--- src/sv/dtf_pkg.sv ---
// Shared types, constants and tables for the decimal text to fixed point block.
package dtf_pkg;

  localparam logic [7:0] CH_MINUS = 8'h2D;
  localparam logic [7:0] CH_PLUS  = 8'h2B;
  localparam logic [7:0] CH_POINT = 8'h2E;
  localparam logic [7:0] CH_ZERO  = 8'h30;
  localparam logic [7:0] CH_NINE  = 8'h39;

  localparam logic [4:0] FRAC_CAP = 5'd18;

  localparam int QUEUE_DEPTH = 4;

  localparam logic [1:0] CFG_SCALE       = 2'd0;
  localparam logic [1:0] CFG_FRAC_DIGITS = 2'd1;
  localparam logic [1:0] CFG_ALLOW_MINUS = 2'd2;
  localparam logic [1:0] CFG_UPPER_LIMIT = 2'd3;

  localparam logic [62:0] SCALE_RST       = 63'd10000;
  localparam logic [4:0]  FRAC_DIGITS_RST = 5'd4;
  localparam logic        ALLOW_MINUS_RST = 1'b0;
  localparam logic [62:0] UPPER_LIMIT_RST = {63{1'b1}};

  typedef enum logic [2:0] {
    TK_NONE,
    TK_DIGIT,
    TK_MINUS,
    TK_PLUS,
    TK_POINT,
    TK_OTHER
  } tok_kind_t;

  typedef struct packed {
    tok_kind_t   kind;
    logic [3:0]  digit;
    logic        last;
  } tok_t;

  // finished parse of one string, handed to the scaling pipeline
  typedef struct packed {
    logic [63:0] whole;
    logic [59:0] frac;
    logic        good;
    logic        neg;
  } rec_t;

  function automatic logic [59:0] pow10(input logic [4:0] k);
    logic [59:0] r;
    case (k)
      5'd0:    r = 60'd1;
      5'd1:    r = 60'd10;
      5'd2:    r = 60'd100;
      5'd3:    r = 60'd1000;
      5'd4:    r = 60'd10000;
      5'd5:    r = 60'd100000;
      5'd6:    r = 60'd1000000;
      5'd7:    r = 60'd10000000;
      5'd8:    r = 60'd100000000;
      5'd9:    r = 60'd1000000000;
      5'd10:   r = 60'd10000000000;
      5'd11:   r = 60'd100000000000;
      5'd12:   r = 60'd1000000000000;
      5'd13:   r = 60'd10000000000000;
      5'd14:   r = 60'd100000000000000;
      5'd15:   r = 60'd1000000000000000;
      5'd16:   r = 60'd10000000000000000;
      5'd17:   r = 60'd100000000000000000;
      5'd18:   r = 60'd1000000000000000000;
      default: r = 60'd0;
    endcase
    return r;
  endfunction

endpackage

--- src/sv/dtf_parse.sv ---
// Parser: consumes tokens, accumulates integer and padded fraction digits.
module dtf_parse (
  input  logic          clk,
  input  logic          rst,
  input  logic          tok_valid,
  input  dtf_pkg::tok_t tok,
  input  logic          advance,
  input  logic [4:0]    frac_digits,
  input  logic          allow_minus,
  output logic          pop,
  output logic          rec_valid,
  output dtf_pkg::rec_t rec
);

  typedef enum logic [1:0] {
    PH_START,
    PH_INT,
    PH_FRAC
  } phase_t;

  phase_t      phase, phase_next, upd_phase;
  logic [63:0] whole, whole_next, upd_whole;
  logic        ovf, ovf_next, upd_ovf;
  logic [59:0] frac, frac_next, upd_frac;
  logic [4:0]  fcnt, fcnt_next, upd_fcnt;
  logic        int_seen, int_seen_next, upd_int_seen;
  logic        neg, neg_next, upd_neg;
  logic        failed, failed_next, upd_failed;

  logic [4:0]  eff;
  logic [4:0]  pidx;
  logic [59:0] p10;
  logic [59:0] term;
  logic [67:0] wide;

  assign pop       = tok_valid && advance;
  assign rec_valid = pop && tok.last;

  assign eff  = (frac_digits > dtf_pkg::FRAC_CAP) ? dtf_pkg::FRAC_CAP : frac_digits;
  assign pidx = eff - fcnt - 5'd1;
  assign p10  = dtf_pkg::pow10(pidx);
  // new digit lands at its final padded place
  assign term = ({60{tok.digit[0]}} & p10)
              + ({60{tok.digit[1]}} & (p10 << 1))
              + ({60{tok.digit[2]}} & (p10 << 2))
              + ({60{tok.digit[3]}} & (p10 << 3));
  assign wide = {whole, 3'b000} + {3'b000, whole, 1'b0} + {64'd0, tok.digit};

  always_comb begin
    phase_t ph;
    logic   handled;
    ph           = phase;
    handled      = 1'b0;
    upd_phase    = phase;
    upd_whole    = whole;
    upd_ovf      = ovf;
    upd_frac     = frac;
    upd_fcnt     = fcnt;
    upd_int_seen = int_seen;
    upd_neg      = neg;
    upd_failed   = failed;
    if (pop && tok.kind != dtf_pkg::TK_NONE) begin
      if (phase == PH_START) begin
        ph        = PH_INT;
        upd_phase = PH_INT;
        if (tok.kind == dtf_pkg::TK_MINUS) begin
          handled = 1'b1;
          upd_neg = 1'b1;
          if (!allow_minus) begin
            upd_failed = 1'b1;
          end
        end else if (tok.kind == dtf_pkg::TK_PLUS) begin
          handled = 1'b1;
        end
      end
      if (!handled) begin
        case (ph)
          PH_INT: begin
            if (tok.kind == dtf_pkg::TK_POINT) begin
              if (!int_seen) begin
                upd_failed = 1'b1;
              end
              upd_phase = PH_FRAC;
            end else if (tok.kind == dtf_pkg::TK_DIGIT) begin
              upd_int_seen = 1'b1;
              if (wide[67:64] != 4'd0) begin
                upd_ovf = 1'b1;
              end else begin
                upd_whole = wide[63:0];
              end
            end else begin
              upd_failed = 1'b1;
            end
          end
          PH_FRAC: begin
            if (tok.kind != dtf_pkg::TK_DIGIT) begin
              upd_failed = 1'b1;
            end else if (fcnt >= eff) begin
              upd_failed = 1'b1;
            end else begin
              upd_frac = frac + term;
              upd_fcnt = fcnt + 5'd1;
            end
          end
          default: begin
            upd_failed = 1'b1;
          end
        endcase
      end
    end
  end

  always_comb begin
    rec.whole = upd_whole;
    rec.frac  = upd_frac;
    rec.good  = !upd_failed && !upd_ovf && upd_int_seen;
    rec.neg   = upd_neg;
    if (rec_valid) begin
      phase_next    = PH_START;
      whole_next    = '0;
      ovf_next      = 1'b0;
      frac_next     = '0;
      fcnt_next     = '0;
      int_seen_next = 1'b0;
      neg_next      = 1'b0;
      failed_next   = 1'b0;
    end else begin
      phase_next    = upd_phase;
      whole_next    = upd_whole;
      ovf_next      = upd_ovf;
      frac_next     = upd_frac;
      fcnt_next     = upd_fcnt;
      int_seen_next = upd_int_seen;
      neg_next      = upd_neg;
      failed_next   = upd_failed;
    end
  end

  always_ff @(posedge clk) begin
    if (rst) begin
      phase    <= PH_START;
      whole    <= '0;
      ovf      <= 1'b0;
      frac     <= '0;
      fcnt     <= '0;
      int_seen <= 1'b0;
      neg      <= 1'b0;
      failed   <= 1'b0;
    end else begin
      phase    <= phase_next;
      whole    <= whole_next;
      ovf      <= ovf_next;
      frac     <= frac_next;
      fcnt     <= fcnt_next;
      int_seen <= int_seen_next;
      neg      <= neg_next;
      failed   <= failed_next;
    end
  end

  a_fcnt_cap: assert property (@(posedge clk) disable iff (rst) fcnt <= dtf_pkg::FRAC_CAP)
    else $error("fraction digit count above cap");

endmodule

--- config.mk ---
export PLATFORM = sky130hd
export DESIGN_NAME = dtf_parse
export DESIGN_NICKNAME = d
export VERILOG_FILES = /design/src/sv/dtf_pkg.sv /design/src/sv/dtf_parse.sv
export SDC_FILE = /design/constraint.sdc
export NUM_CORES = 1
export LEC_CHECK = 0
export ABC_AREA = 0
export BUFFER_PORTS_ARGS = -buffer_cell sky130_fd_sc_hd__buf_2
export CAP_MARGIN = 20
export CORE_AREA = 2 2 244 246
export DETAILED_ROUTE_END_ITERATION = 8
export DIE_AREA = 0 0 246 248
export PLACE_DENSITY_LB_ADDON = 0.25
export SLEW_MARGIN = 0
export SYNTH_ARGS = -nofsm -noshare
export SYNTH_HDL_FRONTEND = slang
export SYNTH_SLANG_ARGS = --single-unit
--- constraint.sdc ---
create_clock -name clk -period 12 [get_ports clk]
set_input_delay 1.2 -clock clk [delete_from_list [all_inputs] [get_ports clk]]
set_output_delay 1.2 -clock clk [all_outputs]
set_load 0.005 [all_outputs]
# Word level (Yosys, flattened, before mapping)
# Memory sizes are Yosys's and may differ from the RTL's.
# Index checks and enable logic that the tools add are counted.
# word_totals
regBits,135
rom_bits,1792
input_bits,18
out_inout_bits,128
wordCells,92
mem_count,1
# op_classes
add_sub_neg,9
order_cmp,2
n_eq_ne,7
mux,46
n_bitwise,7
reduce_logical,12
# mem_list
memory,depth,word_bits,read_ports,rd_clocked_by_memory_dff,write_ports,line,text
(name not given),32,56,1,0,0,dtf_pkg.sv:49,case (k)
# op_table
operator,n
$mux W64,6
$mux W60,5
$add A60 B60 Y60,4
$and A60 B60 Y60,4
$add A67 B65 Y68,1
$add A68 B4 Y68,1
$mux W1,28
$mux W2,5
$eq A3 B2 Y1 const B,2
$add A5 B1 Y5 const B,1
$ge A5 B5 Y1,1
$gt A5 B5 Y1 const B,1
$logic_and A1 B1 Y1,5
$mux W5,1
$reduce_and A5 Y1,1
$sub A5 B1 Y5 const B,1
$sub A5 B5 Y5,1
$reduce_bool A4 Y1,1
$eq A3 B1 Y1 const B,1
$eq A3 B3 Y1 const B,1
$ne A3 B1 Y1 const B,1
$not A1 Y1,3
$reduce_bool A3 Y1,1
$eq A2 B1 Y1 const B,1
other kinds (5),6

# Logic depth before layout (Yosys ltp)
# An unclocked memory read counts as a cell.
# logic_depth
depth_word,15
mapped_depth,31
ltp_nobuf,30

# Least setup slack after synthesis
# No wires, ideal clock.
# synth_path
path_type,input to output
start,in frac_digits[3]
end,out rec[61] in the netlist's numbering
arrival_time_ps,7976
required_time_ps,10800
slack_ps,2824
stages,29
n_path_buf,2
path_cell_list,or2_2 a21o_1 ha_1 a41o_1 a21o_1 xnor2_1 clkbuf_1 nand2_1 nor2_1 clkbuf_1 nand3_1 fa_1 inv_1 fa_1 inv_1 fa_1 inv_1 ha_1 fa_1 a21o_1 a221oi_1 o21ai_0 a31o_2 a211oi_2 o211ai_1 a21oi_1 o22ai_1 mux2i_1 nand3_1
# synth_rtl
item,line,text
"start, declared",dtf_parse.sv:8,"input logic [4:0] frac_digits,"
"end, declared",dtf_parse.sv:12,output dtf_pkg::rec_t rec

==> reports/qor.json <==
{
  "design.portCount": {"value": 146},
  "timing.final.setup_violations": {"value": 0},
  "drt_iter0_drc": {"value": 1027},
  "route.detailed.wl_per_inst": {"value": 17.0, "unit": "um"},
  "maxCapViolCount": {"value": 0},
  "synth.most_common_cell": {"value": "inv_1"},
  "cts_sinks": {"value": 135},
  "postCtsSetupRepairBufs": {"value": 0},
  "grt_pass1_wl": {"value": 95600, "unit": "um"},
  "die-width": {"value": 246, "unit": "um"},
  "die_area": {"value": 61000, "unit": "sq um"},
  "internal_power": {"value": 0.928, "unit": "mW"},
  "dominant_combinational_cell_family_by_area_after_synthesis": {"value": "adder cells"},
  "grt_usage": {"value": 19.8, "unit": "%"},
  "cts-buffers-inserted": {"value": 17},
  "avgViaCountPerCell": {"value": 5.24},
  "hold_viol_final": {"value": 0},
  "final_net_count": {"value": 3080},
  "core": {"value": 58500, "unit": "sq um"},
  "synth.area.top_cells": {"value": "fa_1 16%, ha_1 13%, dfxtp_1 13%"},
  "firstDrtPassIters": {"value": 5},
  "netlist_instances": {"value": 2634},
  "cts_tree": {"value": "yes"},
  "grt_max_degree": {"value": 106},
  "post-synth-top-area-fraction": {"value": 15.9, "unit": "%"},
  "area_growth": {"value": 9.18, "unit": "%"},
  "routed_wirelength": {"value": 59100, "unit": "um"},
  "power_per_cell_area": {"value": 70.5, "unit": "nW/um^2"},
  "final_total_negative_setup_slack": {"value": 0, "unit": "ps"},
  "worst-setup-path-type": {"value": "input port to output port"},
  "post_synth_fa_ha_maj_area_fraction": {"value": 29.3, "unit": "%"},
  "synth_cell_types": {"value": 75},
  "run_status": {"value": "complete, no violations"},
  "grt_overflow_total": {"value": 0},
  "initial_core_util": {"value": 34.7, "unit": "%"},
  "place.gp.congestion": {"value": 0.932},
  "slew_violations": {"value": 0},
  "fin_skew": {"value": 16.3, "unit": "ps"},
  "drc": {"value": 0},
  "crit_path_top_delay_cell": {"value": "nor2_1"},
  "rows": {"value": 89},
  "critPathMaxFanout": {"value": 17},
  "worstMarginPinSlew": {"value": 1150, "unit": "ps"},
  "h_tree_depth_reported_by_cts": {"value": 4},
  "muxShareOfSynthArea": {"value": 4.49, "unit": "%"},
  "rsz_0062_raised_after_global_routing": {"value": "false"},
  "switching_share": {"value": 40.6, "unit": "%"},
  "synth_warnings": {"value": 0},
  "synth_edf_count": {"value": 0},
  "worst_path_largest_cell_delay": {"value": 900, "unit": "ps"},
  "synth_compound_area_share": {"value": 18.0, "unit": "%"},
  "achievable-frequency": {"value": 0.0894, "unit": "GHz"},
  "synthesis.area_per_instance": {"value": 7.71, "unit": "sq um"},
  "post_synth_xor_area_fraction": {"value": 4.75, "unit": "%"},
  "endpoint_kind": {"value": "output port"},
  "port_buffers": {"value": 145},
  "antenna_cells": {"value": 0},
  "post_cts.resized_instances": {"value": 0},
  "final_antenna_net_count": {"value": 0},
  "finalCriticalPeriod": {"value": 11190, "unit": "ps"},
  "synth.ff_latch_count": {"value": 135},
  "sequential_fraction_of_the_synthesis_area": {"value": 13.3, "unit": "%"},
  "fraction_of_final_layout_cells_with_drive_strength_greater_than_1": {"value": 10.7, "unit": "%"},
  "yosys.area.top_type": {"value": "fa_1"},
  "vdd_ir_drop_max": {"value": 0.000124, "unit": "V"},
  "simple_gate_fraction_of_synth_area": {"value": 20.7, "unit": "%"},
  "power.combinational.fraction": {"value": 36.4, "unit": "%"},
  "dominantRegCellSynth": {"value": "dfxtp_1"},
  "worst_hold_path_type": {"value": "flop to flop"},
  "clk_pin_slew_worst_paths": {"value": 70, "unit": "ps"},
  "cts.root.buffer_cell": {"value": "clkbuf_16"},
  "critical_path_required": {"value": 10800, "unit": "ps"},
  "synth.cells.most_frequent": {"value": "371 x inv_1, 339 x nand2_1, 217 x ha_1, 175 x a21oi_1, 162 x and2_1"},
  "vias_in_the_first_global_route": {"value": 18100},
  "vert_die_dim": {"value": 248, "unit": "um"},
  "static_power_due_to_leakage": {"value": 11.5, "unit": "nW"},
  "slew_headroom": {"value": 22.4, "unit": "%"},
  "antenna_found_initial": {"value": 3},
  "cts_hold_repair.buffers": {"value": 0},
  "clock_power_share": {"value": 34.8, "unit": "%"},
  "postSynth.asyncResetShare": {"value": 0, "unit": "%"},
  "timing.final.crit_share": {"value": 93.3, "unit": "%"},
  "cts-root-to-sink-buffers": {"value": 2},
  "startpoint_type": {"value": "input port"},
  "detailed_place_hpwl": {"value": 47200, "unit": "um"},
  "finish.utilization": {"value": 37.9, "unit": "%"},
  "power.share.sequential": {"value": 28.7, "unit": "%"},
  "insertion_delay": {"value": 500, "unit": "ps"},
  "mappedNetlistNets": {"value": 3030},
  "netlist_area": {"value": 20300, "unit": "sq um"},
  "worstPathArrival": {"value": 9990, "unit": "ps"},
  "dr_total_vias": {"value": 18200},
  "net-switching-power": {"value": 0.635, "unit": "mW"}
}
==> stage by stage <==
| stage | power [mW] | cells | hold WS [ps] | instance area, sq um | setup WS, ps |
|---|---|---|---|---|---|
| after floorplan | 0.879 | 2634 | 439 | 20300 | 2820 |
| after global placement | 1.02 | 3437 | 453 | 21600 | 1200 |
| after detailed placement | 1.03 | 3437 | 462 | 21600 | 998 |
| after CTS | 1.58 | 3469 | 475 | 22100 | 981 |
| after global routing | 1.68 | 3470 | 490 | 22200 | 256 |
| final | 1.56 | 3470 | 474 | 22200 | 809 |
==> power by group through the flow <==
| stage | logic, mW | clock network [mW] | registers (mW) |
|---|---|---|---|
| after floorplan | 0.420 | 0 | 0.459 |
| after global placement | 0.558 | 0 | 0.459 |
| after detailed placement | 0.566 | 0 | 0.459 |
| after CTS | 0.570 | 0.566 | 0.449 |
| after global routing | 0.647 | 0.583 | 0.449 |
| final | 0.569 | 0.545 | 0.449 |
==> state kept, by name, summed over array words and instances, names as in the netlist, named ones only <==
| name | cells |
|---|---|
| fcnt | 5 |
| whole | 64 |
| failed | 1 |
| ovf | 1 |
| int_seen | 1 |
| phase | 1 |
| neg | 1 |
| frac | 60 |
==> critical path: cells and delay by family <==
kind / cells / cell delay (ps)
and+or+nand+nor: 10 / 2640
adders and majority gates: 5 / 2240
buffers and inverters: 5 / 420
AOI/OAI and AO/OA: 10 / 3130
xor gates and xnor gates: 1 / 350
==> final timing paths <==
| kind | startpoint | end | slack (ps) | cells past startpoint |
|---|---|---|---|---|
| setup reg to reg | fcnt[0]$_SDFFE_PP0P_ | frac[42]$_SDFF_PP0_ | 3170 | 29 |
| setup / recovery | frac_digits[3] | rec[44] | 810 | 31 |
| hold / removal | ovf$_SDFF_PP0_ | ovf$_SDFF_PP0_ | 470 | 1 |
| hold reg to reg | ovf$_SDFF_PP0_ | ovf$_SDFF_PP0_ | 470 | 1 |
==> area by class of cell <==
type,count,area [sq um]
clock inverter,15,144
inverter,371,1390
multi-input combinational,2001,15700
sequential,135,2700
fill,6164,36300
tap,773,967
clock buffer,17,425
timing repair buffer,158,843
==> routing by layer <==
metal  track usage (%)  up-vias  part of all wire [%]
li1                  -     8914                     -
met1              26.8     8759                    48
met2              32.0      442                    45
met3              3.44       64                   4.7
met4              6.51        4                   2.3
met5                 0        -                 0.051
==> cell families after synthesis <==
| kind of cell | count (synthesis) |
|---|---|
| compound gates | 575 |
| flops | 135 |
| buf+inv | 498 |
| fa+ha+maj | 378 |
| xor+xnor | 110 |
| simple gates | 862 |
| mux | 76 |
==> placed cells by master, fill, tap and decap left out, types with 40 or more instances in the layout <==
cell type,netlist,routed
xor2_1,41,41
inv_1,371,371
mux2_2,40,40
buf_2,20,145
o21ai_0,127,127
nand3_1,66,66
fa_1,161,161
ha_1,217,217
dfxtp_1,135,135
a21oi_1,175,175
nor2_1,111,110
and2_1,162,162
xnor2_1,69,69
a21o_1,64,64
nand2_1,339,339
No activity file was read; power rests on OpenSTA's default activity.
