File: src/sv/dtf_pkg.sv
// Shared types, constants and tables for the decimal text to fixed point block.
package dtf_pkg;

  localparam logic [7:0] CH_MINUS = 8'h2D;
  localparam logic [7:0] CH_PLUS  = 8'h2B;
  localparam logic [7:0] CH_POINT = 8'h2E;
  localparam logic [7:0] CH_ZERO  = 8'h30;
  localparam logic [7:0] CH_NINE  = 8'h39;

  localparam logic [4:0] FRAC_CAP = 5'd18;

  localparam int QUEUE_DEPTH = 4;

  localparam logic [1:0] CFG_SCALE       = 2'd0;
  localparam logic [1:0] CFG_FRAC_DIGITS = 2'd1;
  localparam logic [1:0] CFG_ALLOW_MINUS = 2'd2;
  localparam logic [1:0] CFG_UPPER_LIMIT = 2'd3;

  localparam logic [62:0] SCALE_RST       = 63'd10000;
  localparam logic [4:0]  FRAC_DIGITS_RST = 5'd4;
  localparam logic        ALLOW_MINUS_RST = 1'b0;
  localparam logic [62:0] UPPER_LIMIT_RST = {63{1'b1}};

  typedef enum logic [2:0] {
    TK_NONE,
    TK_DIGIT,
    TK_MINUS,
    TK_PLUS,
    TK_POINT,
    TK_OTHER
  } tok_kind_t;

  typedef struct packed {
    tok_kind_t   kind;
    logic [3:0]  digit;
    logic        last;
  } tok_t;

  // finished parse of one string, handed to the scaling pipeline
  typedef struct packed {
    logic [63:0] whole;
    logic [59:0] frac;
    logic        good;
    logic        neg;
  } rec_t;

  function automatic logic [59:0] pow10(input logic [4:0] k);
    logic [59:0] r;
    case (k)
      5'd0:    r = 60'd1;
      5'd1:    r = 60'd10;
      5'd2:    r = 60'd100;
      5'd3:    r = 60'd1000;
      5'd4:    r = 60'd10000;
      5'd5:    r = 60'd100000;
      5'd6:    r = 60'd1000000;
      5'd7:    r = 60'd10000000;
      5'd8:    r = 60'd100000000;
      5'd9:    r = 60'd1000000000;
      5'd10:   r = 60'd10000000000;
      5'd11:   r = 60'd100000000000;
      5'd12:   r = 60'd1000000000000;
      5'd13:   r = 60'd10000000000000;
      5'd14:   r = 60'd100000000000000;
      5'd15:   r = 60'd1000000000000000;
      5'd16:   r = 60'd10000000000000000;
      5'd17:   r = 60'd100000000000000000;
      5'd18:   r = 60'd1000000000000000000;
      default: r = 60'd0;
    endcase
    return r;
  endfunction

endpackage

File: src/sv/dtf_front.sv
// Front end: takes character requests and classifies each byte into a token.
module dtf_front (
  input  logic              char_valid,
  input  logic [7:0]        character,
  input  logic              has_char,
  input  logic              last,
  input  logic              q_full,
  output logic              char_stall,
  output logic              push,
  output dtf_pkg::tok_t     tok
);

  logic [7:0] dval;

  assign dval       = character - dtf_pkg::CH_ZERO;
  assign char_stall = q_full;
  // an empty non-final request changes nothing, so it is dropped here
  assign push       = char_valid && !q_full && (has_char || last);

  always_comb begin
    tok.digit = dval[3:0];
    tok.last  = last;
    if (!has_char) begin
      tok.kind = dtf_pkg::TK_NONE;
    end else if (character >= dtf_pkg::CH_ZERO && character <= dtf_pkg::CH_NINE) begin
      tok.kind = dtf_pkg::TK_DIGIT;
    end else if (character == dtf_pkg::CH_MINUS) begin
      tok.kind = dtf_pkg::TK_MINUS;
    end else if (character == dtf_pkg::CH_PLUS) begin
      tok.kind = dtf_pkg::TK_PLUS;
    end else if (character == dtf_pkg::CH_POINT) begin
      tok.kind = dtf_pkg::TK_POINT;
    end else begin
      tok.kind = dtf_pkg::TK_OTHER;
    end
  end

endmodule

File: config.mk
export PLATFORM = sky130hd
export DESIGN_NAME = dtf_front
export DESIGN_NICKNAME = d
export VERILOG_FILES = /design/src/sv/dtf_pkg.sv /design/src/sv/dtf_front.sv
export SDC_FILE = /design/constraint.sdc
export NUM_CORES = 1
export LEC_CHECK = 0
export BUFFER_PORTS_ARGS = -buffer_cell sky130_fd_sc_hd__buf_2
export CORE_AREA = 2 2 39 41
export DETAILED_ROUTE_END_ITERATION = 12
export DIE_AREA = 0 0 41 43
export PLACE_DENSITY_LB_ADDON = 0.25
export SLEW_MARGIN = 30
export SYNTH_ARGS = -nofsm -noshare
export SYNTH_HDL_FRONTEND = slang
export SYNTH_SLANG_ARGS = --single-unit
File: constraint.sdc
create_clock -name vclk -period 1.9
set_input_delay 0.475 -clock vclk [all_inputs]
set_output_delay 0.475 -clock vclk [all_outputs]
set_load 0.01 [all_outputs]
==> Yosys cells after proc, flatten, opt, wreduce, memory -nomap -nowiden <==
Index checks and enable logic that the tools add are counted.
{ "totals": {"latch_bits": 0, "ram_bits": 0, "romBits": 0, "regBits": 0, "word_cells": 16, "mem_count": 0, "output_inout_bits": 10, "inputBits": 12} }
{ "op_classes": {"n_reduce_logical": 5, "add_sub_neg": 1, "n_lt_le_gt_ge": 2, "shifts": 0, "bitwise_logic": 0, "n_eq_ne": 3, "multipliers": 0, "n_div": 0, "n_mux": 5} }
{ "ops": {"columns": ["cell", "count"], "rows": [
  ["8-bit by 6-bit == test with 1-bit output, second input constant", 3],
  ["3-bit 2-to-1 mux", 4],
  ["8-bit by 6-bit greater-or-equal comparator with 1-bit output, second input constant", 1],
  ["8-bit by 6-bit <= comparator with 1-bit output, second input constant", 1],
  ["4-bit by 1-bit subtractor with 4-bit output, second input constant", 1],
  ["1-bit logical AND", 3],
  ["1-bit logical NOT", 1],
  ["1-bit logical OR", 1],
  ["1-bit 2-to-1 mux", 1]
]} }

==> Longest topological paths before layout <==
Gate-level depths: netlist (run 1).
{ "depth": {"depth_word": 6, "mapped_depth": 3, "mapped_depth_nobuf": 3} }

==> Worst setup path before layout (run 1) <==
OpenSTA, ideal clock, no wires.
{ "synth_timing": {"path_type": "input-to-output", "from": "input port character[1]", "to": "output port tok[7] in the netlist's numbering", "arrival_time_ns": 1.072, "slack_ns": 0.353, "required_time_ns": 1.425, "path_stages": 3, "n_path_buf": 0, "path_cell_list": "xor2_1 > a31o_1 > a41oi_2"} }
{ "synth_rtl": {"columns": ["element", "line_no", "text"], "rows": [
  ["from (decl)", "dtf_front.sv:4", "input logic [7:0] character,"],
  ["to (decl)", "dtf_front.sv:10", "output dtf_pkg::tok_t tok"]
]} }

==> results of run 1 <==
## stage by stage
stage / setup WS (ps) / hold slack, ps
final: 105 / 1150
after global routing: 39.9 / 1170
after CTS: 95.9 / 1150
after detailed placement: 102 / 1150
after global placement: 86.6 / 1150
after floorplan: 353 / 1000
## final timing paths
kind	from	to	slack (ps)	cells after the start
max	character[1]	tok[7]	100	5
min	last	tok[0]	1150	2
## power by group through the flow
stage | clock network [mW] | registers, mW | logic (mW)
finish | 0 | 0 | 0.0466
global route | 0 | 0 | 0.0528
CTS | 0 | 0 | 0.0473
detailed placement | 0 | 0 | 0.0470
global placement | 0 | 0 | 0.0472
floorplan | 0 | 0 | 0.0270
## layer usage
layer  wire (um)  track usage [%]  share of wire, %  vias up
met3          61                0                14        0
met1         169             5.38                40       80
li1            -                -                 -       97
met4           0                0                 0        0
met5           0                0                 0        -
met2         190             10.9                45       17
## area by class of cell
cell class / instances / area (sq um) / area share, %
Inverter: 1 / 3.75 / 1.64
Timing Repair Buffer: 22 / 110 / 48.1
Tap cell: 16 / 20.0 / 8.74
Multi-Input combinational cell: 12 / 95.1 / 41.5
## cell families after synthesis
family	share of synthesized area (%)
xor+xnor	12.2
buf+inv	33.9
compound gates	28.7
simple gates	25.2
## cells in the final DEF, fill, tap and decap left out
cell	count
sky130_fd_sc_hd__buf_2	22
sky130_fd_sc_hd__xor2_1	2
sky130_fd_sc_hd__and3_1	2
sky130_fd_sc_hd__nor2_1	2
sky130_fd_sc_hd__nor4b_1	1
sky130_fd_sc_hd__inv_1	1
sky130_fd_sc_hd__a41oi_1	1
sky130_fd_sc_hd__nor3b_1	1
sky130_fd_sc_hd__o211ai_1	1
sky130_fd_sc_hd__a31o_1	1
sky130_fd_sc_hd__a41oi_2	1
==> impl_metrics.prom, run 1 <==
# TYPE chip_impl_metric gauge
chip_impl_metric{name="max-vdd-ir-drop",unit="V"} 0.0000395
chip_impl_metric{name="switchingPower",unit="uW"} 23.9
chip_impl_info{name="crit_family",value="compound AO/OA/AOI/OAI gates"} 1
chip_impl_metric{name="totalPowerFinal",unit="uW"} 46.6
chip_impl_metric{name="antenna_found_initial",unit=""} 0
chip_impl_info{name="synth_most_common_cell",value="sky130_fd_sc_hd__buf_4"} 1
chip_impl_metric{name="path_buf_inv",unit=""} 2
chip_impl_info{name="worstPathCellList",value="buf_2 -> xor2_1 -> a31o_1 -> a41oi_2 -> buf_2"} 1
chip_impl_metric{name="place.detailed.hpwl",unit="um"} 375
chip_impl_info{name="rsz0062_at_grt",value="no"} 1
chip_impl_metric{name="largest_net_degree_at_the_start_of_global_routing",unit=""} 6
chip_impl_metric{name="numPortBuffers",unit=""} 22
chip_impl_metric{name="seqCellArea",unit="sq um"} 0
chip_impl_metric{name="design_area",unit="sq um"} 229
chip_impl_metric{name="drv_slew",unit=""} 0
chip_impl_metric{name="synthDistinctLibCells",unit=""} 11
chip_impl_metric{name="tns",unit="ps"} 0
chip_impl_metric{name="ctsResizeCount",unit=""} 0
chip_impl_metric{name="period_minus_slack",unit="ps"} 1800
chip_impl_metric{name="cp_slowest_stage_delay",unit="ps"} 230
chip_impl_info{name="critPathMostFrequentCell",value="sky130_fd_sc_hd__buf_2"} 1
chip_impl_metric{name="layout-area-overhead-vs-synth",unit="%"} 59.1
chip_impl_metric{name="vias_per_cell",unit=""} 3.80
chip_impl_metric{name="global_route.usage.total",unit="%"} 5.19
chip_impl_metric{name="final_min_period_over_clock_period",unit="%"} 94.5
chip_impl_metric{name="fillerInstances",unit=""} 166
chip_impl_metric{name="initial_drt_pass_iterations",unit=""} 2
chip_impl_metric{name="postRouteAntennaNets",unit=""} 0
chip_impl_metric{name="worst_slew_pin_slew",unit="ps"} 348
chip_impl_metric{name="place.gp.congestion",unit=""} 0.542
chip_impl_metric{name="fmax",unit="MHz"} 557
chip_impl_info{name="holdCritPathClass",value="in -> out"} 1
chip_impl_metric{name="postSynthCellCount",unit=""} 19
chip_impl_metric{name="fp-row-count",unit=""} 14
chip_impl_metric{name="nFlopsAndLatches",unit=""} 0
chip_impl_info{name="worstSetupPathType",value="in -> out"} 1
chip_impl_metric{name="n_clock_buffer",unit=""} 0
chip_impl_metric{name="final_core_util",unit="%"} 16.5
chip_impl_metric{name="standby_leakage_power",unit="nW"} 0.127
chip_impl_metric{name="synth.top_cell.area_share",unit="%"} 31.3
chip_impl_info{name="critical-path-slowest-cell",value="sky130_fd_sc_hd__a31o_1"} 1
chip_impl_metric{name="boundaryPins",unit=""} 22
chip_impl_metric{name="fp.dieH",unit="um"} 43
chip_impl_metric{name="maxCapViolCount",unit=""} 0
chip_impl_metric{name="clock_power_share",unit="%"} 0
chip_impl_metric{name="worst_ep_arrival_time",unit="ps"} 1320
chip_impl_metric{name="routed_wire_length",unit="um"} 421
chip_impl_metric{name="synth_area",unit="sq um"} 144
chip_impl_info{name="outcome",value="completed"} 1
chip_impl_metric{name="final_layout_size_suffix_gt1_share",unit="%"} 65.7
chip_impl_metric{name="route.vias.total",unit=""} 194
chip_impl_metric{name="initial_utilization",unit="%"} 10.4
chip_impl_metric{name="p_comb_share",unit="%"} 100.0
chip_impl_metric{name="seq_power_share",unit="%"} 0
chip_impl_metric{name="die-width",unit="um"} 41
chip_impl_metric{name="critical_path_required",unit="ps"} 1420
chip_impl_info{name="startpoint_type",value="input port"} 1
chip_impl_info{name="synth_top_area_cell",value="sky130_fd_sc_hd__buf_4"} 1
chip_impl_metric{name="power_report.internal_total",unit="uW"} 22.7
chip_impl_metric{name="grt_ovf",unit=""} 0
chip_impl_info{name="cell_types_occupying_the_most_area_after_synthesis",value="sky130_fd_sc_hd__buf_4, sky130_fd_sc_hd__xor2_1, sky130_fd_sc_hd__a41oi_2, sky130_fd_sc_hd__and3_1, sky130_fd_sc_hd__a31o_1"} 1
chip_impl_metric{name="detailed_place.area",unit="sq um"} 229
chip_impl_metric{name="ys.warnings.count",unit=""} 0
chip_impl_metric{name="instances_no_fill",unit=""} 51
chip_impl_metric{name="core-area",unit="sq um"} 1380
chip_impl_info{name="end_kind",value="output port"} 1
chip_impl_metric{name="final_net_count",unit=""} 49
chip_impl_metric{name="power_density",unit="nW/um^2"} 203
chip_impl_metric{name="hold_viol",unit=""} 0
chip_impl_metric{name="drt-wirelength-per-cell",unit="um"} 8.25
chip_impl_metric{name="vias_in_the_first_global_route",unit=""} 185
chip_impl_metric{name="drt_first_iter_violations",unit=""} 2
chip_impl_metric{name="antenna_cells_inserted",unit=""} 0
chip_impl_metric{name="syn-num-nets",unit=""} 31
chip_impl_metric{name="setup_violations",unit=""} 0
chip_impl_metric{name="placed_cells",unit=""} 51
chip_impl_metric{name="drt_drc_violations_left",unit=""} 0
chip_impl_metric{name="syn-mean-instance-area",unit="sq um"} 7.57
chip_impl_metric{name="slew_headroom",unit="%"} 76.5
chip_impl_metric{name="cts.repair_timing.setup_buffer_count",unit=""} 0
chip_impl_metric{name="grt_pass1_wl",unit="um"} 683
chip_impl_metric{name="design.die.area",unit="sq um"} 1760
chip_impl_metric{name="crit_path_max_fanout",unit=""} 4
chip_impl_info{name="synth_top_cells_by_count",value="sky130_fd_sc_hd__buf_4, sky130_fd_sc_hd__and3_1, sky130_fd_sc_hd__nor2_1, sky130_fd_sc_hd__xor2_1"} 1
chip_impl_metric{name="holdBufCountCts",unit=""} 0
chip_impl_metric{name="swShare",unit="%"} 51.2
chip_impl_metric{name="yosysSeqAreaShare",unit="%"} 0
Power figures use the tool's default switching activity.
==> run 2, diff against run 1 <==
==> constraint.sdc (replaced) <==
create_clock -name vclk -period 1.46
set_input_delay 0.365 -clock vclk [all_inputs]
set_output_delay 0.365 -clock vclk [all_outputs]
set_load 0.01 [all_outputs]
==> impl_metrics.prom, run 2 (synthesis gave the netlist of run 1 again) <==
# TYPE chip_impl_metric gauge
chip_impl_info{name="outcome",value="completed"} 1
chip_impl_metric{name="drt-wirelength-per-cell",unit="um"} 8.25
chip_impl_metric{name="final_layout_size_suffix_gt1_share",unit="%"} 74.4
chip_impl_metric{name="max-vdd-ir-drop",unit="V"} 0.0000533
chip_impl_metric{name="power_density",unit="nW/um^2"} 264
chip_impl_info{name="layout.cells.most_common",value="sky130_fd_sc_hd__buf_2"} 1
chip_impl_metric{name="final_net_count",unit=""} 53
chip_impl_metric{name="fp-row-count",unit=""} 14
chip_impl_metric{name="totalPowerFinal",unit="uW"} 80.4
chip_impl_metric{name="boundaryPins",unit=""} 22
chip_impl_info{name="startpoint_type",value="input port"} 1
chip_impl_metric{name="grt_pass1_wl",unit="um"} 593
chip_impl_metric{name="setup_violations",unit=""} 0
chip_impl_metric{name="instances_no_fill",unit=""} 55
chip_impl_metric{name="drt_first_iter_violations",unit=""} 2
chip_impl_metric{name="worst_ep_arrival_time",unit="ps"} 1080
chip_impl_metric{name="numPortBuffers",unit=""} 22
chip_impl_metric{name="cts.repair_timing.setup_buffer_count",unit=""} 0
chip_impl_metric{name="final_min_period_over_clock_period",unit="%"} 98.8
chip_impl_metric{name="period_minus_slack",unit="ps"} 1440
chip_impl_info{name="commonest_cells_after_routing_fill_and_taps_aside",value="sky130_fd_sc_hd__buf_2, sky130_fd_sc_hd__buf_4, sky130_fd_sc_hd__and3_1, sky130_fd_sc_hd__nor2_1, sky130_fd_sc_hd__buf_6"} 1
chip_impl_metric{name="maxCapViolCount",unit=""} 0
chip_impl_metric{name="antenna_found_initial",unit=""} 0
chip_impl_info{name="critical-path-slowest-cell",value="sky130_fd_sc_hd__a31o_1"} 1
chip_impl_metric{name="slew_headroom",unit="%"} 86.5
chip_impl_metric{name="largest_net_degree_at_the_start_of_global_routing",unit=""} 6
chip_impl_metric{name="global_route.usage.total",unit="%"} 4.40
chip_impl_metric{name="critical_path_required",unit="ps"} 1100
chip_impl_info{name="rsz0062_at_grt",value="yes"} 1
chip_impl_metric{name="vias_per_cell",unit=""} 3.87
chip_impl_metric{name="worst_slew_pin_slew",unit="ps"} 202
chip_impl_metric{name="drv_slew",unit=""} 0
chip_impl_metric{name="path_buf_inv",unit=""} 2
chip_impl_metric{name="design.die.area",unit="sq um"} 1760
chip_impl_metric{name="initial_utilization",unit="%"} 10.4
chip_impl_metric{name="standby_leakage_power",unit="nW"} 0.162
chip_impl_metric{name="place.detailed.hpwl",unit="um"} 410
chip_impl_metric{name="antenna_cells_inserted",unit=""} 0
chip_impl_metric{name="grt_ovf",unit=""} 0
chip_impl_metric{name="core-area",unit="sq um"} 1380
chip_impl_metric{name="fp.dieH",unit="um"} 43
chip_impl_metric{name="vias_in_the_first_global_route",unit=""} 179
chip_impl_metric{name="layout-area-overhead-vs-synth",unit="%"} 111
chip_impl_metric{name="placed_cells",unit=""} 55
chip_impl_metric{name="die-width",unit="um"} 41
chip_impl_metric{name="seqCellArea",unit="sq um"} 0
chip_impl_metric{name="nFlopsAndLatches",unit=""} 0
chip_impl_metric{name="drt_drc_violations_left",unit=""} 0
chip_impl_metric{name="route.vias.total",unit=""} 213
chip_impl_metric{name="fillerInstances",unit=""} 167
chip_impl_metric{name="initial_drt_pass_iterations",unit=""} 2
chip_impl_info{name="crit_family",value="compound AO/OA/AOI/OAI gates"} 1
chip_impl_metric{name="fin_hold_ws",unit="ps"} 929
chip_impl_metric{name="final_core_util",unit="%"} 22.0
chip_impl_metric{name="postRouteAntennaNets",unit=""} 0
chip_impl_info{name="holdCritPathClass",value="in -> out"} 1
chip_impl_metric{name="crit_path_max_fanout",unit=""} 2
chip_impl_metric{name="cp_slowest_stage_delay",unit="ps"} 180
chip_impl_metric{name="place.gp.congestion",unit=""} 0.579
chip_impl_info{name="worstSetupPathType",value="in -> out"} 1
chip_impl_metric{name="n_clock_buffer",unit=""} 0
chip_impl_metric{name="hold_viol",unit=""} 0
chip_impl_info{name="worstPathCellList",value="buf_8 -> xor2_2 -> a31o_1 -> a41oi_2 -> buf_2"} 1
chip_impl_info{name="end_kind",value="output port"} 1
chip_impl_metric{name="routed_wire_length",unit="um"} 454
chip_impl_metric{name="fmax",unit="MHz"} 693
-- run 2: cell type report --
cell class | instances | area [sq um] | area share, %
multi-input cells | 12 | 118 | 38.7
inverters | 1 | 3.75 | 1.23
repair buffers | 26 | 163 | 53.5
well taps | 16 | 20.0 | 6.58
-- run 2: repair_timing --
item / in CTS / in global routing
endpoints found under the setup margin: 3 / 3
pin swaps: 7 / 2
resized for setup: 6 / 2
cloned: 0 / 0
hold buffers: 0 / 0
-- run 2: metal layers --
| layer | up-vias | track usage, % | routed length [um] |
|---|---|---|---|
| met4 | 0 | 0 | 0 |
| met3 | 0 | 0 | 67 |
| met2 | 17 | 9.06 | 206 |
| met5 | - | 0 | 0 |
| li1 | 104 | - | - |
| met1 | 92 | 4.75 | 180 |
-- run 2: worst paths after layout --
path | from | to | slack [ps] | depth (start not counted)
setup / recovery | character[2] | tok[7] | 20 | 5
hold / removal | last | tok[0] | 930 | 2
-- run 2: per-stage QoR --
step	cell area (sq um)	setup TNS, ps	setup WS, ps
finish	304	0	17.8
global route	304	-34.1	-19.2
CTS	293	0	0.594
detailed placement	259	-328	-122
global placement	259	-362	-143
floorplan	144	0	133
-- run 2: power breakdown --
group / switching [mW] / internal, mW / total [mW]
combinational: 0.0355 / 0.0448 / 0.0804
clock: 0 / 0 / 0
sequential: 0 / 0 / 0
