`src/sv/dtf_pkg.sv`:
```
// Shared types, constants and tables for the decimal text to fixed point block.
package dtf_pkg;

  localparam logic [7:0] CH_MINUS = 8'h2D;
  localparam logic [7:0] CH_PLUS  = 8'h2B;
  localparam logic [7:0] CH_POINT = 8'h2E;
  localparam logic [7:0] CH_ZERO  = 8'h30;
  localparam logic [7:0] CH_NINE  = 8'h39;

  localparam logic [4:0] FRAC_CAP = 5'd18;

  localparam int QUEUE_DEPTH = 4;

  localparam logic [1:0] CFG_SCALE       = 2'd0;
  localparam logic [1:0] CFG_FRAC_DIGITS = 2'd1;
  localparam logic [1:0] CFG_ALLOW_MINUS = 2'd2;
  localparam logic [1:0] CFG_UPPER_LIMIT = 2'd3;

  localparam logic [62:0] SCALE_RST       = 63'd10000;
  localparam logic [4:0]  FRAC_DIGITS_RST = 5'd4;
  localparam logic        ALLOW_MINUS_RST = 1'b0;
  localparam logic [62:0] UPPER_LIMIT_RST = {63{1'b1}};

  typedef enum logic [2:0] {
    TK_NONE,
    TK_DIGIT,
    TK_MINUS,
    TK_PLUS,
    TK_POINT,
    TK_OTHER
  } tok_kind_t;

  typedef struct packed {
    tok_kind_t   kind;
    logic [3:0]  digit;
    logic        last;
  } tok_t;

  // finished parse of one string, handed to the scaling pipeline
  typedef struct packed {
    logic [63:0] whole;
    logic [59:0] frac;
    logic        good;
    logic        neg;
  } rec_t;

  function automatic logic [59:0] pow10(input logic [4:0] k);
    logic [59:0] r;
    case (k)
      5'd0:    r = 60'd1;
      5'd1:    r = 60'd10;
      5'd2:    r = 60'd100;
      5'd3:    r = 60'd1000;
      5'd4:    r = 60'd10000;
      5'd5:    r = 60'd100000;
      5'd6:    r = 60'd1000000;
      5'd7:    r = 60'd10000000;
      5'd8:    r = 60'd100000000;
      5'd9:    r = 60'd1000000000;
      5'd10:   r = 60'd10000000000;
      5'd11:   r = 60'd100000000000;
      5'd12:   r = 60'd1000000000000;
      5'd13:   r = 60'd10000000000000;
      5'd14:   r = 60'd100000000000000;
      5'd15:   r = 60'd1000000000000000;
      5'd16:   r = 60'd10000000000000000;
      5'd17:   r = 60'd100000000000000000;
      5'd18:   r = 60'd1000000000000000000;
      default: r = 60'd0;
    endcase
    return r;
  endfunction

endpackage

```
`src/sv/dtf_queue.sv`:
```
// Token queue between the front end and the parser.
module dtf_queue #(
  parameter int DEPTH = dtf_pkg::QUEUE_DEPTH
) (
  input  logic          clk,
  input  logic          rst,
  input  logic          push,
  input  dtf_pkg::tok_t wr_tok,
  input  logic          pop,
  output logic          full,
  output logic          not_empty,
  output dtf_pkg::tok_t rd_tok
);

  localparam int AW = (DEPTH > 1) ? $clog2(DEPTH) : 1;
  localparam int CW = $clog2(DEPTH + 1);

  dtf_pkg::tok_t mem [DEPTH];
  logic [AW-1:0] wr_ptr;
  logic [AW-1:0] rd_ptr;
  logic [CW-1:0] count;

  assign full      = (count == CW'(DEPTH));
  assign not_empty = (count != '0);
  assign rd_tok    = mem[rd_ptr];

  always_ff @(posedge clk) begin
    if (push) begin
      mem[wr_ptr] <= wr_tok;
    end
  end

  always_ff @(posedge clk) begin
    if (rst) begin
      wr_ptr <= '0;
      rd_ptr <= '0;
      count  <= '0;
    end else begin
      if (push) begin
        wr_ptr <= (wr_ptr == AW'(DEPTH - 1)) ? '0 : wr_ptr + 1'b1;
      end
      if (pop) begin
        rd_ptr <= (rd_ptr == AW'(DEPTH - 1)) ? '0 : rd_ptr + 1'b1;
      end
      case ({push, pop})
        2'b10:   count <= count + 1'b1;
        2'b01:   count <= count - 1'b1;
        default: count <= count;
      endcase
    end
  end

  a_no_pop_empty: assert property (@(posedge clk) disable iff (rst) pop |-> not_empty)
    else $error("queue popped while empty");
  a_count_bound: assert property (@(posedge clk) disable iff (rst) count <= CW'(DEPTH))
    else $error("queue count above depth");

endmodule

```
`config.mk`:
```
export PLATFORM = sky130hd
export DESIGN_NAME = dtf_queue
export DESIGN_NICKNAME = d
export VERILOG_FILES = /design/src/sv/dtf_pkg.sv /design/src/sv/dtf_queue.sv
export SDC_FILE = /design/constraint.sdc
export NUM_CORES = 1
export LEC_CHECK = 0
export BUFFER_PORTS_ARGS = -buffer_cell sky130_fd_sc_hd__buf_2
export CAP_MARGIN = 30
export CORE_MARGIN = 2
export CORE_UTILIZATION = 47
export CTS_BUF_LIST = sky130_fd_sc_hd__clkbuf_16
export DETAILED_ROUTE_END_ITERATION = 12
export PLACE_DENSITY = 0.67
export SYNTH_ARGS = -nofsm -noshare
export SYNTH_HDL_FRONTEND = slang
export SYNTH_SLANG_ARGS = --single-unit
```
`constraint.sdc`:
```
create_clock -name clk -period 4 [get_ports clk]
set_clock_uncertainty 0.1 [all_clocks]
set_input_delay 0.6 -clock clk [delete_from_list [all_inputs] [get_ports clk]]
set_output_delay 0.6 -clock clk [all_outputs]
set_load 0.02 [all_outputs]
```
; Yosys cells after proc, flatten, opt, wreduce, memory -nomap -nowiden
; Memories as Yosys holds them, arrays and structs flattened. A register that Yosys moved wholly into a read port is not among the register bits.
; Cells that the tools add are included.
[word_totals]
regBits = 7
ramBits = 32
inputBits = 12
n_memories = 1
[memory_table]
columns = name, words, width, read_ports, rd_clocked_by_memory_dff, wr, line_no
row1 = mem, 4, 8, 1, 1, 1, dtf_queue.sv:18  ; dtf_pkg::tok_t mem [DEPTH];
[op_classes]
add_sub_neg = 4
eq_ne = 5
mux = 7
n_reduce_logical = 2
[ops]
columns = cell, n
row1 = $mux 2, 4
row2 = $eq 2x2->1 const B, 3
row3 = $pmux 3 s2, 1
row4 = $add 2x1->2 const B, 2
row5 = $add 3x1->3 const B, 1
row6 = $eq 3x3->1 const B, 1
row7 = $reduce_bool 3->1, 1
row8 = $sub 3x1->3 const B, 1
row9 = $eq 2x1->1 const B, 1
row10 = $mux 1, 2
row11 = $reduce_bool 2->1, 1

; Longest topological paths before layout
; Gate-level depths: netlist of the first run.
[depth]
ltp_word = 4
mapped_depth = 6

; Least setup slack after synthesis of the first run
; OpenSTA, ideal clock, no wires.
[synth_timing]
path_type = input-to-reg
startpoint = input push
endpoint = register count[2]
arrival_ps = 1773
t_required_ps = 3830
path_slack_ps = 2057
path_stages = 6
path_buffers = 0
path_cell_list = inv_1 ha_1 fa_1 xnor2_1 or3_1 a21oi_1
[synth_between]
elab_chain_cells = 2
word_cells_on_any_way = 4
classes_between = 2 x eq/ne / 1 x mux / 1 x reduce/logical
[synth_lines]
columns = item, line_no
row1 = from (decl), dtf_queue.sv:7  ; input logic push,
row2 = $eq 2x1->1 or $eq 2x2->1 (tied branches), dtf_queue.sv:45  ; case ({push, pop})
row3 = $pmux 3 s2 or $reduce_bool 2->1 (tied branches), n/a
row4 = to (signal assigned), dtf_queue.sv:46  ; 2'b10: count <= count + 1'b1;
row5 = to (signal assigned), dtf_queue.sv:47  ; 2'b01: count <= count - 1'b1;
row6 = to (signal assigned), dtf_queue.sv:48  ; default: count <= count;
row7 = to (decl), dtf_queue.sv:21  ; logic [CW-1:0] count;
; Several ways; a longest one is shown, not always the timed one.
; A chain may end at the register's enable or synchronous reset.

==> reports/qor.txt, run 1 <==
Crit Reg-Reg Startpoint: count[0]$_SDFFE_PP0P_
Clock buffer depth: 2
HPWL after DPL: 1.672 mm
RSZ-0062 raised after global routing: false
Reg2Reg Depth: 4
Vias in the first global route: 884
Worst Hold End: count[2]$_SDFFE_PP0P_
Peak supply drop: 0.0002626 V
Crit-path max FO: 8
Power per cell area: 510.6 mW/mm^2
Post-CTS setup buffer count: 0
Die Y: 62.31 microns
Hold buffers post-CTS: 0
Core outline area: 0.003311 sq mm
Min Hold Slack: 0.4000 ns
WP data required: 3.30 ns
Synth Cell Area: 0.001598 sq mm
Kind of critical path: flip-flop to output pin
Commonest cells in the netlist: edfxtp_1 (32), dfxtp_1 (9), mux4_2 (8), ha_1 (6), nor2_1 (6)
Synth Net Count: 105
Via density: 4.969
Area leader, netlist: edfxtp_1
R2r setup slk: 2.44 ns
Post-synth EDFFs: 32
Clock slew at the register clock pins of the worst setup and hold paths: 0.05 ns
Max Cap Viol: 0
Register area share after synthesis: 71.42%
Worst Path Arrival: 1.70 ns
Worst Setup Start Kind: flip-flop
Final setup fails: 0
Fmax: 416.0 MHz
Count leader, synth: edfxtp_1
Port Buffers: 21
Share of cells above drive strength 1: 30.09%
Synth cell types: 17
CTS root buf: clkbuf_16
Gr usage total: 15.12%
DRC viols: 0
Htree depth: 2
Status: complete, no violations
Setup_tns: 0 ns
Hold Path Cell Cnt: 2
Final WL: 2.428 mm
Die Wd: 62.31 microns
Initial Util: 48.26%
Average size of a mapped cell: 18.58 sq um
TritonCTS Sinks: 41
Share of Yosys cell area claimed by the top area cell type: 60.14%
Vias post-DR: 790
Largest net degree at the start of global routing: 13
Die area: 0.003882 sq mm
Average wire per standard cell: 15.27 microns
Final WS setup: 1.596 ns
Dpl ws: 1.807 ns
Total CTS buffers: 5
Register bit count reported by yosys: 41
Initial antenna violation count: 0
ANT nets after route: 0
Area Growth Syn to Fin: 17.70%
CTS tree: done
Fraction of registers with async set/reset: 0%
# rows: 21
Synth warn: 0
Post-layout util: 56.80%
Fin. Hold Viols: 0
Worst skew pair latency: 0.28 ns
Ant. Diodes: 0
Min Tclk post-route: 2.404 ns
Least-Margin Pin Slew: 0.5631 ns
Static Leak: 0.7052 nW
Synth top area cells: edfxtp_1 (60%), dfxtp_1 (11%), mux4_2 (11%)
Global-route wire length before repair: 4.140 mm
CP Capture Type: output pin
Fin. max-slew vios: 0
Ys flop type: edfxtp_1
Hold Path Origin: count[2]$_SDFFE_PP0P_
First-pass iteration count of the detailed router: 4
Hold Path Class: flip-flop to flip-flop
Io pins: 22
Overflow after GRT: 0
Period utilization: 60.10%
# resized after CTS: 0
Worst r2r dst: count[2]$_SDFFE_PP0P_
Nets: 131
Worst relative slew slack: 62.41%
Initial DRC count: 23
GPL Wtd Cong: 0.6673
Mapped Cells: 86
[stage by stage]
stage	area, sq um	total power, mW	instances
global route	1881	1.008	159
finish	1881	0.9601	159
floorplan	1598	0.5725	86
detailed placement	1744	0.6071	151
CTS	1881	0.9741	159
global placement	1744	0.6015	151
[kinds of logic after synthesis]
family          share of synthesized area (%)
mux                                     13.16
buf+inv                                 1.957
flops                                   71.42
xor+xnor                                1.097
fa+ha+maj                               5.951
compound gates                          1.252
simple gates                            5.168
[worst max-delay path: stages (launching register included)]
cell and delay [ns]:
dfxtp_1 0.67, mux4_2 0.58, buf_2 0.17
[cell type report]
cell class                 instances  area [sq um]
clock inverter                     3         11.26
tap                               46         57.56
inverter                           4         15.01
clock buffer                       5         125.1
multi-input combinational         39         425.4
sequential                        41          1141
timing repair buffer              21         105.1
fill                             273          1430
[layout by cell type, fill, tap and decap left out]
cell type,n
xor2_1,1
clkinv_1,1
edfxtp_1,32
mux4_2,8
fa_1,1
o21ai_0,1
a21oi_1,3
or3_1,2
ha_1,6
mux2i_1,3
and2_1,4
nor2_1,6
xnor2_1,1
nor3b_1,3
clkbuf_16,5
inv_1,6
buf_2,21
dfxtp_1,9
[how the worst max path moves through the flow]
stage	startpoint	endpoint	slack, ns	cells after the start
floorplan	push	count[2]$_SDFFE_PP0P_	2.06	6
global placement	push	count[2]$_SDFFE_PP0P_	1.87	7
detailed placement	push	count[2]$_SDFFE_PP0P_	1.81	7
CTS	flip-flop	rd_tok[7]	1.55	2
global route	flip-flop	rd_tok[7]	1.49	2
finish	flip-flop	rd_tok[5]	1.60	2
[state kept, by name, summed over array words and instances (netlist names), named ones only]
| register | count |
|---|---|
| wr_ptr | 2 |
| rd_ptr | 2 |
| count | 3 |
| mem | 32 |
[routing by layer]
layer | up-vias | track usage [%] | share of wire, %
met3 | 6 | 7.609 | 5.7
met5 | - | 0 | 0
met4 | 0 | 7.500 | 2.2
met1 | 389 | 15.49 | 41
li1 | 379 | - | -
met2 | 16 | 25.54 | 51
[power breakdown]
part	switching [mW]	internal (mW)	total, mW
Sequential	0.0165	0.482	0.499
Combinational	0.0528	0.0442	0.0971
Clock	0.140	0.224	0.364
Total	0.210	0.751	0.960
Power figures use the tool's default switching activity.
==> inputs of run 2 (changes only) <==
- PLACE_DENSITY: 0.67 -> 0.7
- clock period: 4 -> 2.1 ns (I/O delays scaled with it)
==> run 2 against run 1 <==
First-iteration DRC count decreased by 65%. Highest routed layer is now met3. Setup slack got worse by 1.4 ns. Largest power group unchanged. Critical endpoint is now rd_tok[2]. Non-clock buffer count increased by 1. Largest cell class unchanged. Clock power rose by 92%. Power grew 91%.
==> reports/qor.txt, run 2 (synthesis results as in run 1) <==
Ant. Diodes: 0 (unchanged)
Max Cap Viol: 0 (unchanged)
Delay-heaviest family, CP: multiplexers
Max FFs per register: 32 (unchanged)
Nets: 132 (+0.76%)
Largest net degree at the start of global routing: 13 (unchanged)
Overflow after GRT: 0 (unchanged)
ANT nets after route: 0 (unchanged)
Fillers: 294 (+7.7%)
Reg2Reg Depth: 4 (unchanged)
Crit path to: rd_tok[2]
Final WL: 2.357 mm (-2.9%)
Area Growth Syn to Fin: 18.25%
Hold Path Class: primary input to flip-flop
Global-route wire length before repair: 4.002 mm (-3.3%)
TritonCTS Sinks: 41 (unchanged)
Initial Util: 48.26% (unchanged)
CTS root buf: clkbuf_16
# resized after CTS: 0 (unchanged)
Vias post-DR: 787 (-0.38%)
Via density: 4.919 (-1.0%)
Least-Margin Pin Slew: 0.4380 ns (-0.1252 ns)
Kind of critical path: flip-flop to output pin
Port Buffers: 21 (unchanged)
RSZ-0062 raised after global routing: false
Io pins: 22 (unchanged)
Worst r2r dst: count[2]$_SDFFE_PP0P_
Worst skew pair latency: 0.27 ns (about the same)
Fmax: 528.5 MHz
Min Tclk post-route: 1.892 ns
Average wire per standard cell: 14.73 microns (-3.5%)
Worst Path Arrival: 1.48 ns (-0.22 ns)
Initial antenna violation count: 0 (unchanged)
First-pass iteration count of the detailed router: 4 (unchanged)
Clock slew at the register clock pins of the worst setup and hold paths: 0.05 ns (about the same)
Slowest cell on crit path: mux4_2
Most flops, register: mem
HPWL after DPL: 1.621 mm (-3.1%)
Crit Reg-Reg Startpoint: count[0]$_SDFFE_PP0P_
Placed Instances: 152 (+0.66%)
Post-CTS setup buffer count: 0 (unchanged)
Vias in the first global route: 872 (-1.4%)
Die area: 0.003882 sq mm (unchanged)
Status: complete, no violations
Fin. Hold Viols: 0 (unchanged)
Period utilization: 90.10%
GPL Wtd Cong: 0.6364 (-4.6%)
Final setup fails: 0 (unchanged)
Clock buffer depth: 2 (unchanged)
Share of cells above drive strength 1: 31.58% (+1.5 points)
Worst path depth: 3 (+1)
Static Leak: 0.7052 nW (about the same)
Initial DRC count: 8 (-65%)
Post-route cell area: 0.001889 sq mm (+0.47%)
Biggest regs: mem (32), count (3)
Total CTS buffers: 5 (unchanged)
Worst Setup Start Kind: flip-flop
DRC viols: 0 (unchanged)
Fin cells: 160 (+0.63%)
Power per cell area: 972.2 mW/mm^2 (+90%)
Critical Path, Cell by Cell: buf_4 -> mux4_2 -> buf_2
Most frequent cells in the layout: edfxtp_1 (32), buf_2 (21), dfxtp_1 (9)
Die Y: 62.31 microns (unchanged)
Leading cell type in the layout, fill and taps excluded: edfxtp_1
CTS tree: done
Crit-path max FO: 8 (unchanged)
R2r setup slk: 0.55 ns (-1.89 ns)
WP buf/inv: 2 (+1)
Worst relative slew slack: 70.80% (+8.4 points)
CP Capture Type: output pin
Fin. max-slew vios: 0 (unchanged)
Slowest cell delay on critical path: 0.52 ns (-0.15 ns)
Gr usage total: 13.66% (-1.5 points)
Hold buffers post-CTS: 0 (unchanged)
Setup_tns: 0 ns (unchanged)
DP Area: 0.001752 sq mm (+0.43%)
Htree depth: 2 (unchanged)
# rows: 21 (unchanged)
Die Wd: 62.31 microns (unchanged)
WP data required: 1.68 ns (-1.62 ns)
Core outline area: 0.003311 sq mm (unchanged)
Peak supply drop: 0.0003767 V (+43%)
run 2: changes by cell type in the layout (fill, tap and decap cells not counted), sizes merged:
cell / delta
clkinv: +2
inv: -2
buf: +1
run 2: area by class of cell:
type	count	area, sq um	share of cell area, %
clock buffer	5	125.1	6.623
clock inverter	3	12.51	0.6623
inverter	4	15.01	0.7947
multi-input combinational	39	425.4	22.52
sequential	41	1141	60.40
tap	46	57.56	3.046
timing repair buffer	22	112.6	5.960
run 2: how the worst min path moves through the flow:
stage	startpoint	endpoint	slack [ns]	depth (start not counted)
after global placement	count[2]$_SDFFE_PP0P_	count[2]$_SDFFE_PP0P_	0.37	2
final	wr_tok[4]	mem[1][4]$_DFFE_PP_	0.16	1
after global routing	wr_tok[0]	mem[2][0]$_DFFE_PP_	0.15	1
after floorplan	rst	count[2]$_SDFFE_PP0P_	0.28	1
after detailed placement	count[2]$_SDFFE_PP0P_	count[2]$_SDFFE_PP0P_	0.39	2
after CTS	wr_tok[4]	mem[1][4]$_DFFE_PP_	0.15	1
run 2: stage by stage:
step | worst slack, ns | utilization [%] | power, mW | hold slack (ns)
floorplan | 0.4422 | - | 1.091 | 0.2841
global placement | 0.2614 | 52.91 | 1.148 | 0.3742
detailed placement | 0.1955 | 52.91 | 1.158 | 0.3938
CTS | 0.1801 | 57.07 | 1.856 | 0.1524
global route | 0.1156 | 57.07 | 1.926 | 0.1524
finish | 0.2080 | 57.07 | 1.837 | 0.1565
run 2: metal layers:
metal	vias up	track usage (%)	share of wire [%]
li1	377	-	-
met4	0	4.167	0
met5	-	0	0
met1	395	16.89	44
met2	15	22.83	52
met3	0	4.710	3.8
run 2: power breakdown:
group | switching [mW] | internal [mW]
registers | 0.0250 | 0.919
logic | 0.107 | 0.0868
clock network | 0.271 | 0.429
total | 0.403 | 1.43
run 2: worst reg2reg max path, delay by kind of cell (launching register included):
kind | cells | cell delay, ns
flip-flops | 1 | 0.35
XOR/XNOR | 1 | 0.14
adder cells (fa/ha/maj) | 1 | 0.44
AND/OR/NAND/NOR | 1 | 0.30
AO/OA/AOI/OAI | 1 | 0.14
==> inputs of run 3 (changes only) <==
- RECOVER_POWER: not set -> 100
==> run 3 against run 2 <==
Sequential power about the same. Sequential share of layout area up 0.73 points. Global-route usage stayed put. Hold slack better by 0.045 ns. Largest power group unchanged.
==> reports/qor.txt, run 3 (synthesis results as in run 1) <==
Slowest cell delay on critical path: 0.52 ns (about the same)
Least-Margin Pin Slew: 0.6270 ns (+0.1891 ns)
Static Leak: 0.6504 nW (-7.8%)
CTS root buf: clkbuf_16
CP Capture Type: output pin
Worst r2r dst: mem[3][1]$_DFFE_PP_
Period utilization: 90.85% (+0.76 points)
Reg2Reg Depth: 2 (-2)
Crit-path max FO: 8 (unchanged)
Nets: 132 (unchanged)
Worst relative slew slack: 58.18% (-13 points)
ANT nets after route: 0 (unchanged)
Most frequent cells in the layout: edfxtp_1 (32), clkbuf_1 (18), dfxtp_1 (9)
Crit path to: rd_tok[5]
Vias in the first global route: 872 (unchanged)
Port Buffers: 21 (unchanged)
Ant. Diodes: 0 (unchanged)
Fin. Hold Viols: 0 (unchanged)
First-pass iteration count of the detailed router: 4 (unchanged)
Hold buffers post-CTS: 0 (unchanged)
TritonCTS Sinks: 41 (unchanged)
Kind of critical path: flip-flop to output pin
Share of cells above drive strength 1: 15.79% (-16 points)
Area Growth Syn to Fin: 16.84%
Status: complete, no violations
Grt met2 use: 22.83% (unchanged)
Post-CTS setup buffer count: 0 (unchanged)
Setup_tns: 0 ns (unchanged)
GR peak layer: met2
Biggest regs: mem (32), count (3)
Worst Setup Start Kind: flip-flop
Core outline area: 0.003311 sq mm (unchanged)
Met3 usage: 4.710% (unchanged)
WP data required: 1.68 ns (about the same)
Delay-heaviest family, CP: multiplexers
R2r setup slk: 0.51 ns (-0.04 ns)
Average wire per standard cell: 14.84 microns (+0.76%)
Final WL: 2.375 mm (+0.76%)
Gr usage total: 13.66% (unchanged)
Fmax: 524.1 MHz (-0.84%)
Fin. max-slew vios: 0 (unchanged)
Hold Path Class: primary input to flip-flop
Peak supply drop: 0.0003766 V (about the same)
# rows: 21 (unchanged)
Die area: 0.003882 sq mm (unchanged)
Power per cell area: 979.8 mW/mm^2 (+0.79%)
Htree depth: 2 (unchanged)
Slowest cell on crit path: mux4_2
Final setup fails: 0 (unchanged)
Die Y: 62.31 microns (unchanged)
Max FFs per register: 32 (unchanged)
Largest net degree at the start of global routing: 13 (unchanged)
Overflow after GRT: 0 (unchanged)
Area of the multi-input gates: 425.4 sq um (unchanged)
Total CTS buffers: 5 (unchanged)
DRC viols: 0 (unchanged)
Clock slew at the register clock pins of the worst setup and hold paths: 0.05 ns (about the same)
# resized after CTS: 0 (unchanged)
GR Layer Usage met1: 16.89% (unchanged)
Initial antenna violation count: 0 (unchanged)
Vias post-DR: 791 (+0.51%)
Global-route wire length before repair: 4.002 mm (unchanged)
Initial Util: 48.26% (unchanged)
Worst skew pair latency: 0.27 ns (about the same)
Reg area: 0.001141 sq mm (unchanged)
Leading cell type in the layout, fill and taps excluded: edfxtp_1
HPWL after DPL: 1.621 mm (unchanged)
Most flops, register: mem
Critical Path, Cell by Cell: buf_4 -> mux4_2 -> clkbuf_1
CTS tree: done
Via density: 4.944 (+0.51%)
RSZ-0062 raised after global routing: false
Max Cap Viol: 0 (unchanged)
Worst path depth: 3 (unchanged)
Post-layout util: 56.39% (-0.68 points)
Worst Path Arrival: 1.49 ns (about the same)
Clock buffer depth: 2 (unchanged)
Die Wd: 62.31 microns (unchanged)
Crit Reg-Reg Startpoint: wr_ptr[0]$_SDFFE_PP0P_
Min Tclk post-route: 1.908 ns (+0.01594 ns)
Fillers: 306 (+4.1%)
GPL Wtd Cong: 0.6364 (unchanged)
Initial DRC count: 11 (+3)
Io pins: 22 (unchanged)
WP buf/inv: 2 (unchanged)
-- run 3: cell types whose count changed in the layout (fill, tap and decap cells not counted) --
| cell | previous run | this run |
|---|---|---|
| buf_2 | 21 | 3 |
| and2_0 | 0 | 4 |
| clkbuf_1 | 0 | 18 |
| and2_1 | 4 | 0 |
-- run 3: power by group --
part | internal (mW) | switching (mW)
clock | 0.429 | 0.272
sequential | 0.919 | 0.0249
combinational | 0.0770 | 0.108
-- run 3: worst min path at each step --
stage                          start               endpoint  slack (ns)  depth (start not counted)
2_1_floorplan                    rst  count[2]$_SDFFE_PP0P_        0.28                          1
3_3_place_gp   count[2]$_SDFFE_PP0P_  count[2]$_SDFFE_PP0P_        0.37                          2
3_5_place_dp   count[2]$_SDFFE_PP0P_  count[2]$_SDFFE_PP0P_        0.39                          2
4_1_cts                    wr_tok[4]    mem[1][4]$_DFFE_PP_        0.15                          1
5_1_grt                    wr_tok[3]    mem[0][3]$_DFFE_PP_        0.21                          1
6_report                   wr_tok[4]    mem[1][4]$_DFFE_PP_        0.20                          1
-- run 3: stage by stage --
| stage | hold WS (ns) | power (mW) | setup WS (ns) | instance area, sq um | std cells |
|---|---|---|---|---|---|
| 6_report | 0.2016 | 1.829 | 0.1921 | 1867 | 160 |
| 5_1_grt | 0.2093 | 1.918 | 0.09919 | 1867 | 160 |
| 4_1_cts | 0.1524 | 1.856 | 0.1801 | 1889 | 160 |
| 3_5_place_dp | 0.3938 | 1.158 | 0.1955 | 1752 | 152 |
| 3_3_place_gp | 0.3742 | 1.148 | 0.2614 | 1752 | 152 |
| 2_1_floorplan | 0.2841 | 1.091 | 0.4422 | 1598 | 86 |
-- run 3: layout make-up --
class,count,share of cell area (%)
Multi-Input combinational cell,39,22.79
Tap cell,46,3.083
Timing Repair Buffer,22,4.826
Sequential cell,41,61.13
Clock inverter,3,0.6702
Inverter,4,0.8043
Clock buffer,5,6.702
-- run 3: per-layer routing --
| layer | wire length, microns | share of wire, % | up-vias |
|---|---|---|---|
| met1 | 1039 | 44 | 396 |
| met5 | 0 | 0 | - |
| met4 | 0 | 0 | 0 |
| met3 | 93 | 3.9 | 0 |
| met2 | 1242 | 52 | 18 |
| li1 | - | - | 377 |
